**src/design/sorted_timer_deadline_queue_macros.svh**
```systemverilog
// assertion helpers for the timer queue
`ifndef SORTED_TIMER_DEADLINE_QUEUE_MACROS_SVH
`define SORTED_TIMER_DEADLINE_QUEUE_MACROS_SVH

// same-cycle implication, clocked on clk_i, off during reset
`define STDQ_ASSERT_IMP(lbl, ante, cons, msg) \
  lbl: assert property (@(posedge clk_i) disable iff (!rst_ni) (ante) |-> (cons)) else $error(msg);

// next-cycle implication
`define STDQ_ASSERT_NXT(lbl, ante, cons, msg) \
  lbl: assert property (@(posedge clk_i) disable iff (!rst_ni) (ante) |=> (cons)) else $error(msg);

`endif

```
**src/design/stdq_pkg.sv**
```systemverilog
package stdq_pkg;

  typedef enum logic [2:0] {
    ST_IDLE,
    ST_MUL,
    ST_ADD,
    ST_WALK,
    ST_DONE
  } state_e;

  localparam logic [1:0] STATUS_OK         = 2'd0;
  localparam logic [1:0] STATUS_ZERO_DELAY = 2'd1;
  localparam logic [1:0] STATUS_FULL       = 2'd2;

  localparam int DEADLINE_W = 64;
  localparam int TAG_W      = 8;
  localparam int DELAY_W    = 16;
  localparam int FREQ_W     = 32;
  localparam int PROD_W     = DELAY_W + FREQ_W;
  localparam int STATUS_W   = 2;
  localparam int HELD_W     = 5;

  localparam int APB_ADDR_W = 3;
  localparam int APB_DATA_W = 32;
  localparam logic [APB_ADDR_W-1:0] ADDR_TICK_FREQUENCY = 3'd0;
  localparam logic [FREQ_W-1:0]     TICK_FREQUENCY_RESET = 32'd62500000;

  typedef struct packed {
    logic [DEADLINE_W-1:0] deadline;
    logic [TAG_W-1:0]      tag;
  } entry_t;

endpackage

```
**src/design/sorted_timer_deadline_queue.sv**
```systemverilog
// channel  | handshake                        | payload
// ---------+----------------------------------+-------------------------------------------
// in       | in_valid_i / in_ready_o          | now_count_i, delay_seconds_i, entry_tag_i
// out      | out_valid_o / out_ready_i        | status_o, became_earliest_o,
//          |                                  | earliest_deadline_o, earliest_tag_o,
//          |                                  | entries_held_o
// config   | psel, penable, pwrite, pready    | paddr, pwdata, prdata
//
// an insert runs multiply, add, a walk over the entry ram that writes the new entry at
// its place and moves each later one up by one, then the output load; a rejected beat
// (zero delay or full queue) goes straight to the output load. one beat is in flight at
// a time; it can be accepted while a result still waits, but its own result then stalls
// until the waiting one is taken. reset clears the control and output-valid registers and
// the fill count and restores the tick frequency; the entry ram is not cleared.
module sorted_timer_deadline_queue #(
  parameter int QUEUE_DEPTH = 16
) (
  input  logic                              clk_i,
  input  logic                              rst_ni,
  input  logic                              in_valid_i,
  output logic                              in_ready_o,
  input  logic [stdq_pkg::DEADLINE_W-1:0]   now_count_i,
  input  logic [stdq_pkg::DELAY_W-1:0]      delay_seconds_i,
  input  logic [stdq_pkg::TAG_W-1:0]        entry_tag_i,
  output logic                              out_valid_o,
  input  logic                              out_ready_i,
  output logic [stdq_pkg::STATUS_W-1:0]     status_o,
  output logic                              became_earliest_o,
  output logic [stdq_pkg::DEADLINE_W-1:0]   earliest_deadline_o,
  output logic [stdq_pkg::TAG_W-1:0]        earliest_tag_o,
  output logic [stdq_pkg::HELD_W-1:0]       entries_held_o,
  input  logic                              psel,
  input  logic                              penable,
  input  logic                              pwrite,
  input  logic [stdq_pkg::APB_ADDR_W-1:0]   paddr,
  input  logic [stdq_pkg::APB_DATA_W-1:0]   pwdata,
  output logic [stdq_pkg::APB_DATA_W-1:0]   prdata,
  output logic                              pready
);

  `include "sorted_timer_deadline_queue_macros.svh"

  localparam int AddrW  = $clog2(QUEUE_DEPTH);
  localparam int FillW  = $clog2(QUEUE_DEPTH + 1);
  localparam int EntryW = $bits(stdq_pkg::entry_t);
  localparam logic [FillW-1:0] FillMax = FillW'(QUEUE_DEPTH);

  stdq_pkg::state_e state_q, state_d;

  logic [FillW-1:0]                  fill_q, fill_d;
  logic [FillW-1:0]                  idx_q, idx_d;
  logic                              placed_q, placed_d;
  logic                              force_q, force_d;
  logic                              became_q, became_d;
  logic [stdq_pkg::STATUS_W-1:0]     status_q, status_d;
  stdq_pkg::entry_t                  carry_q, carry_d;
  stdq_pkg::entry_t                  head_q, head_d;
  logic [stdq_pkg::DEADLINE_W-1:0]   now_q;
  logic [stdq_pkg::DELAY_W-1:0]      delay_q;
  logic [stdq_pkg::TAG_W-1:0]        tag_q;
  logic [stdq_pkg::PROD_W-1:0]       prod_q;
  logic [stdq_pkg::DEADLINE_W-1:0]   deadline_q;
  logic [stdq_pkg::FREQ_W-1:0]       tick_freq_q;

  logic                              out_valid_q;
  logic [stdq_pkg::STATUS_W-1:0]     out_status_q;
  logic                              out_became_q;
  logic [stdq_pkg::DEADLINE_W-1:0]   out_deadline_q;
  logic [stdq_pkg::TAG_W-1:0]        out_tag_q;
  logic [stdq_pkg::HELD_W-1:0]       out_held_q;

  logic                              in_beat;
  logic                              out_load;
  logic                              at_end;
  logic                              take_new;
  logic [FillW:0]                    idx_nxt;
  stdq_pkg::entry_t                  new_entry;
  stdq_pkg::entry_t                  rd_entry;
  logic [EntryW-1:0]                 ram_rdata;
  logic                              ram_we;
  logic [AddrW-1:0]                  ram_waddr;
  stdq_pkg::entry_t                  ram_wdata;
  logic                              ram_re;
  logic [AddrW-1:0]                  ram_raddr;
  logic                              cfg_write;

  assign in_ready_o = (state_q == stdq_pkg::ST_IDLE);
  assign in_beat    = in_valid_i && in_ready_o;
  assign out_load   = (state_q == stdq_pkg::ST_DONE) && (!out_valid_q || out_ready_i);

  assign rd_entry  = stdq_pkg::entry_t'(ram_rdata);
  assign new_entry = '{deadline: deadline_q, tag: tag_q};
  assign at_end    = (idx_q == fill_q);
  assign idx_nxt   = {1'b0, idx_q} + 1'b1;
  // new entry lands before the first larger one, or right after the first equal one
  assign take_new  = !placed_q && (at_end || force_q || (deadline_q < rd_entry.deadline));

  // next state
  always_comb begin
    state_d = state_q;
    case (state_q)
      stdq_pkg::ST_IDLE: begin
        if (in_beat) begin
          if (delay_seconds_i == '0 || fill_q == FillMax) begin
            state_d = stdq_pkg::ST_DONE;
          end else begin
            state_d = stdq_pkg::ST_MUL;
          end
        end
      end
      stdq_pkg::ST_MUL:  state_d = stdq_pkg::ST_ADD;
      stdq_pkg::ST_ADD:  state_d = stdq_pkg::ST_WALK;
      stdq_pkg::ST_WALK: begin
        if (at_end) begin
          state_d = stdq_pkg::ST_DONE;
        end
      end
      stdq_pkg::ST_DONE: begin
        if (out_load) begin
          state_d = stdq_pkg::ST_IDLE;
        end
      end
      default: state_d = stdq_pkg::ST_IDLE;
    endcase
  end

  // datapath and ram control
  always_comb begin
    fill_d    = fill_q;
    idx_d     = idx_q;
    placed_d  = placed_q;
    force_d   = force_q;
    became_d  = became_q;
    status_d  = status_q;
    carry_d   = carry_q;
    head_d    = head_q;
    ram_we    = 1'b0;
    ram_waddr = idx_q[AddrW-1:0];
    ram_wdata = new_entry;
    ram_re    = 1'b0;
    ram_raddr = '0;
    case (state_q)
      stdq_pkg::ST_IDLE: begin
        if (in_beat) begin
          idx_d    = '0;
          placed_d = 1'b0;
          force_d  = 1'b0;
          became_d = 1'b0;
          if (delay_seconds_i == '0) begin
            status_d = stdq_pkg::STATUS_ZERO_DELAY;
          end else if (fill_q == FillMax) begin
            status_d = stdq_pkg::STATUS_FULL;
          end else begin
            status_d = stdq_pkg::STATUS_OK;
          end
        end
      end
      stdq_pkg::ST_ADD: begin
        ram_re    = (fill_q != '0);
        ram_raddr = '0;
      end
      stdq_pkg::ST_WALK: begin
        // from the insert point on, every entry moves up by one
        if (placed_q || take_new) begin
          ram_we    = 1'b1;
          ram_wdata = placed_q ? carry_q : new_entry;
          carry_d   = rd_entry;
        end
        if (take_new) begin
          placed_d = 1'b1;
          if (idx_q == '0) begin
            became_d = 1'b1;
            head_d   = new_entry;
          end
        end else if (!placed_q && !at_end && deadline_q == rd_entry.deadline) begin
          force_d = 1'b1;
        end
        ram_re    = !at_end && (idx_nxt < {1'b0, fill_q});
        ram_raddr = idx_nxt[AddrW-1:0];
        idx_d     = idx_nxt[FillW-1:0];
        if (at_end) begin
          fill_d = fill_q + 1'b1;
        end
      end
      default: ;
    endcase
  end

  always_ff @(posedge clk_i or negedge rst_ni) begin
    if (!rst_ni) begin
      state_q     <= stdq_pkg::ST_IDLE;
      fill_q      <= '0;
      idx_q       <= '0;
      placed_q    <= 1'b0;
      force_q     <= 1'b0;
      became_q    <= 1'b0;
      status_q    <= stdq_pkg::STATUS_OK;
      out_valid_q <= 1'b0;
      tick_freq_q <= stdq_pkg::TICK_FREQUENCY_RESET;
    end else begin
      state_q  <= state_d;
      fill_q   <= fill_d;
      idx_q    <= idx_d;
      placed_q <= placed_d;
      force_q  <= force_d;
      became_q <= became_d;
      status_q <= status_d;
      if (out_load) begin
        out_valid_q <= 1'b1;
      end else if (out_ready_i) begin
        out_valid_q <= 1'b0;
      end
      if (cfg_write) begin
        tick_freq_q <= pwdata[stdq_pkg::FREQ_W-1:0];
      end
    end
  end

  always_ff @(posedge clk_i) begin
    carry_q <= carry_d;
    head_q  <= head_d;
    if (in_beat) begin
      now_q   <= now_count_i;
      delay_q <= delay_seconds_i;
      tag_q   <= entry_tag_i;
    end
    if (state_q == stdq_pkg::ST_MUL) begin
      prod_q <= delay_q * tick_freq_q;
    end
    if (state_q == stdq_pkg::ST_ADD) begin
      deadline_q <= now_q + stdq_pkg::DEADLINE_W'(prod_q);
    end
    if (out_load) begin
      out_status_q   <= status_q;
      out_became_q   <= became_q;
      out_deadline_q <= (fill_q != '0) ? head_q.deadline : '0;
      out_tag_q      <= (fill_q != '0) ? head_q.tag : '0;
      out_held_q     <= stdq_pkg::HELD_W'(fill_q);
    end
  end

  stdq_ram #(
    .Width (EntryW),
    .Depth (QUEUE_DEPTH)
  ) u_entry_ram (
    .clk_i   (clk_i),
    .we_i    (ram_we),
    .waddr_i (ram_waddr),
    .wdata_i (ram_wdata),
    .re_i    (ram_re),
    .raddr_i (ram_raddr),
    .rdata_o (ram_rdata)
  );

  // config port
  assign cfg_write = psel && penable && pwrite && (paddr == stdq_pkg::ADDR_TICK_FREQUENCY);
  assign pready    = 1'b1;
  assign prdata    = (paddr == stdq_pkg::ADDR_TICK_FREQUENCY) ?
                     stdq_pkg::APB_DATA_W'(tick_freq_q) : '0;

  assign out_valid_o         = out_valid_q;
  assign status_o            = out_status_q;
  assign became_earliest_o   = out_became_q;
  assign earliest_deadline_o = out_deadline_q;
  assign earliest_tag_o      = out_tag_q;
  assign entries_held_o      = out_held_q;

  `STDQ_ASSERT_IMP(a_fill_bound, 1'b1, fill_q <= FillMax, "fill count above queue depth")
  `STDQ_ASSERT_NXT(a_fill_step, 1'b1,
    (fill_q == $past(fill_q)) || ((state_q == stdq_pkg::ST_DONE) && (fill_q == $past(fill_q) + 1'b1)),
    "fill count moved other than by one insert")
  `STDQ_ASSERT_IMP(a_became_ok, out_valid_o && became_earliest_o,
    status_o == stdq_pkg::STATUS_OK, "new head reported on a rejected beat")
  `STDQ_ASSERT_IMP(a_ok_nonempty, out_valid_o && (status_o == stdq_pkg::STATUS_OK),
    entries_held_o != '0 || QUEUE_DEPTH > 31, "insert reported with empty queue")

endmodule

```
**src/design/stdq_ram.sv**
```systemverilog
module stdq_ram #(
  parameter int Width = 72,
  parameter int Depth = 16
) (
  input  logic                     clk_i,
  input  logic                     we_i,
  input  logic [$clog2(Depth)-1:0] waddr_i,
  input  logic [Width-1:0]         wdata_i,
  input  logic                     re_i,
  input  logic [$clog2(Depth)-1:0] raddr_i,
  output logic [Width-1:0]         rdata_o
);

  logic [Width-1:0] mem_q [Depth];
  logic [Width-1:0] rdata_q;

  always_ff @(posedge clk_i) begin
    if (we_i) begin
      mem_q[waddr_i] <= wdata_i;
    end
    if (re_i) begin
      rdata_q <= mem_q[raddr_i];
    end
  end

  assign rdata_o = rdata_q;

endmodule
```
**config.mk**
```make
export PLATFORM = sky130hd
export DESIGN_NAME = sorted_timer_deadline_queue
export DESIGN_NICKNAME = d
export VERILOG_FILES = /design/src/design/stdq_pkg.sv /design/src/design/sorted_timer_deadline_queue.sv /design/src/design/stdq_ram.sv
export VERILOG_INCLUDE_DIRS = /design/src /design/src/design
export SDC_FILE = /design/constraint.sdc
export NUM_CORES = 2
export LEC_CHECK = 0
export BUFFER_PORTS_ARGS = -buffer_cell sky130_fd_sc_hd__buf_2
export CAP_MARGIN = 0
export CORE_UTILIZATION = 45
export CTS_CLUSTER_DIAMETER = 50
export DETAILED_ROUTE_END_ITERATION = 6
export GPL_TIMING_DRIVEN = 0
export PLACE_DENSITY = 0.59
export REMOVE_ABC_BUFFERS = 1
export SLEW_MARGIN = 20
export SYNTH_ARGS = -nofsm -noshare
export SYNTH_HDL_FRONTEND = slang
export SYNTH_SLANG_ARGS = --single-unit
```
**constraint.sdc**
```tcl
create_clock -name clk_i -period 15.8 [get_ports clk_i]
set_input_delay 3.16 -clock clk_i [delete_from_list [all_inputs] [get_ports clk_i]]
set_output_delay 3.16 -clock clk_i [all_outputs]
set_load 0.1 [all_outputs]
```
==> impl_metrics.toml <==
[status]
outcome = "finished, violations left"
violations = "DRC"

[die]
chipWidth_um = 423.5
fp.coreArea_um2 = 176300
die_area_um2 = 179300
rows = 154
die_y_um = 423.5
pin_count = 245
effective_utilization_at_floorplan_pct = 45.34

[global_routing]
grt_overflow = 0
global_route.usage.total_pct = 24.44
grt_pass1_vias = 50400
grt_first_pass_wirelength_um = 327500
grt_antenna_before_repair = 1
grt_max_degree = 65

[route]
drt-total-wl_um = 218900
ant_nets = 0
routed_wire_length_per_instance_um = 25.26
drt-initial-drc-count = 4167
detailedRoute.firstPassIterationCount = 7
drt-vias-per-instance = 5.675
vias = 49180
detail_route.drc_violations = 36

[clocking]
cts.sink_count = 1555
htree_levels = 4
worst_skew_pair.late_latency_ns = 0.84
post_cts.resized_instances = 0
cts_tree = "yes"
maximum_count_of_clock_buffers_along_a_single_path = 3
root_buffer = "sky130_fd_sc_hd__clkbuf_16"
tritoncts.num_buffers = 179
cts_hold_buf = 0
clk_pin_slew_worst_paths_ns = 0.06
cts_setup_buffers = 0

[worst_setup_path]
critical_path.cell_chain = "buf_2 > nor3_2 > buf_4 > and2_1 > buf_2"
reg2regPathDepth = 21
largest_fanout_of_any_net_on_the_critical_path = 14
combined_buffer_and_inverter_count_along_the_critical_path = 3
r2r_setup_slk_ns = 8.37
cp_top_family = "buffers and inverters"
worstPathRequired_ns = 12.64
critical-path-top-cell-by-count = "sky130_fd_sc_hd__buf_2"
max_stage_delay_ns = 0.42
crit_type = "in -> out"
timing.critical_path.to_type = "primary output"
timing.critical_path.from_type = "input pin"
critical_path.reg2reg.startpoint = "delay_q[7]"
worstPathArrival_ns = 4.45
cp_slowest_cell = "sky130_fd_sc_hd__buf_2"
endpoint_of_the_lowest_slack_register_to_register_path = "prod_q[44]"

[logic_synthesis]
synthCells = 5854
async_flop_share_pct = 3.280
post_synthesis_sequential_element_count = 1555
syn_area_per_cell_um2 = 13.66
synth_area_leaders = "sky130_fd_sc_hd__edfxtp_1 (56%), sky130_fd_sc_hd__fa_1 (10%), sky130_fd_sc_hd__mux2_2 (5.0%)"
yosysTopAreaCell = "sky130_fd_sc_hd__edfxtp_1"
synth_seq_area_share_pct = 58.11
synth_ff_type = "sky130_fd_sc_hd__edfxtp_1"
post-synth-top-area-fraction_pct = 56.49
synth_enable_flop_cells = 1504
synth.cell_area_um2 = 79940
synth.distinct_cells = 86
ys.warnings.count = 0

[min_path]
holdCritStartpoint = "tag_q[1]"
min-delay-path-class = "reg -> reg"
whs_path_depth = 0
min_delay_worst_endpoint = "head_q[1]"

[finish]
fillers = 14550
finalNetCount = 6959
layout-drive-gt1-share_pct = 18.79
syn2layout_area_growth_pct = 16.55

[timing]
worst_slew_slack_as_a_fraction_of_its_limit_pct = 23.42
fin_crit_ns = 7.609
setup_viol = 0
timing.fmax_mhz = 131.4
rsz0062_at_grt = "no"
tightest_slew_ns = 1.138
period_share_pct = 48.16
finalMaxSlewViolations = 0
setup_total_negative_slack_ns = 0
postLayoutSetupSlackWorst_ns = 8.191
timing_hold_violations_final = 0
fin_worst_skew_ns = 0.04644

[placed_design]
globalplace.congestion = 0.8847
place.detailed.hpwl_um = 150000
io_buffers = 243
dp_slack_ns = 8.193

[run]
drv_cap = 0
[per-layer routing]
metal	up-vias	GRT usage (%)	share of wire, %
met2	1670	40.90	49
met3	345	3.208	5.4
met1	25340	32.44	42
li1	21830	-	-
met5	-	0	0
met4	0	9.314	3.8
[cell usage after synthesis, types with 74 or more instances]
| library cell | count |
|---|---|
| sky130_fd_sc_hd__nand2_1 | 407 |
| sky130_fd_sc_hd__inv_1 | 538 |
| sky130_fd_sc_hd__and2_1 | 257 |
| sky130_fd_sc_hd__mux2i_1 | 128 |
| sky130_fd_sc_hd__ha_1 | 243 |
| sky130_fd_sc_hd__and3_1 | 74 |
| sky130_fd_sc_hd__o31ai_1 | 75 |
| sky130_fd_sc_hd__a221oi_1 | 131 |
| sky130_fd_sc_hd__edfxtp_1 | 1504 |
| sky130_fd_sc_hd__nor2_1 | 93 |
| sky130_fd_sc_hd__clkbuf_1 | 294 |
| sky130_fd_sc_hd__fa_1 | 419 |
| sky130_fd_sc_hd__nor2b_1 | 92 |
| sky130_fd_sc_hd__o211ai_1 | 75 |
| sky130_fd_sc_hd__o21ai_0 | 103 |
| sky130_fd_sc_hd__mux2_2 | 352 |
| sky130_fd_sc_hd__a21oi_1 | 435 |
[worst max path at each step]
stage / start / to / slack, ns / cells after the start
CTS: paddr[1] / prdata[1] / 8.18 / 5
floorplan: idx_q[0] / u_entry_ram.rdata_o[10] / -15.14 / 5
detailed placement: paddr[1] / prdata[14] / 8.19 / 5
global route: delay_q[7] / prod_q[44] / 8.05 / 21
finish: paddr[1] / prdata[1] / 8.19 / 5
global placement: idx_q[0] / u_entry_ram.rdata_o[15] / -66.77 / 5
[cell type report]
type | count | area (µm²) | share of cell area [%]
sequential | 1555 | 46460 | 49.86
antenna | 4 | 10.01 | 0.01074
inverter | 538 | 2034 | 2.184
timing repair buffer | 470 | 5319 | 5.709
clock buffer | 212 | 4686 | 5.029
tap | 2340 | 2928 | 3.142
clock inverter | 124 | 1330 | 1.427
multi-input combinational | 3423 | 30410 | 32.63
[stage by stage]
stage / area (µm²) / util [%] / hold WS (ns) / std cells
6_report: 93170 / 52.85 / 0.4277 / 8666
5_1_grt: 93160 / 52.84 / 0.4355 / 8662
4_1_cts: 93070 / 52.79 / 0.4287 / 8658
3_5_place_dp: 87050 / 49.37 / 0.4146 / 8322
3_3_place_gp: 82780 / 46.95 / 0.4006 / 8099
2_1_floorplan: 78630 / - / 0.4003 / 5516
[placed cells by master (no fill, tap or decap), drive strengths merged, types with 92 or more instances in the layout]
master  netlist  routed
a21oi       440     440
mux2        352     352
ha          243     243
o21ai       136     136
fa          419     419
clkbuf      295     212
edfxtp     1504    1504
a221oi      131     131
nor2b        92      92
nor2         93      93
nand2       407     407
buf          43     470
inv         538     556
and2        257     257
mux2i       128     128
[registers in the layout, indices dropped and copies added (netlist names), 8 cells and up]
register             cells
earliest_tag_o           8
u_entry_ram.mem_q     1024
deadline_q              64
head_q                  72
now_q                   64
carry_q                 64
earliest_deadline_o     64
tag_q                    8
tick_freq_q             32
prod_q                  48
u_entry_ram.rdata_o     64
delay_q                 16
[cells by family (layout without fill, tap and decap cells)]
kind of cell	count (synthesis)	in the layout	share of synthesized area, %
AOI/OAI and AO/OA	1095	1095	8.805
xor gates and xnor gates	114	114	1.249
adders and majority gates	662	662	14.30
buffers and inverters	876	1344	4.165
DFF	1555	1555	58.11
muxes	480	480	6.561
other	1	5	0.004691
and+or+nand+nor	1071	1071	6.808
Power is not shown: default switching activity piles up to over one toggle a cycle in this logic, so the estimate is an artifact.
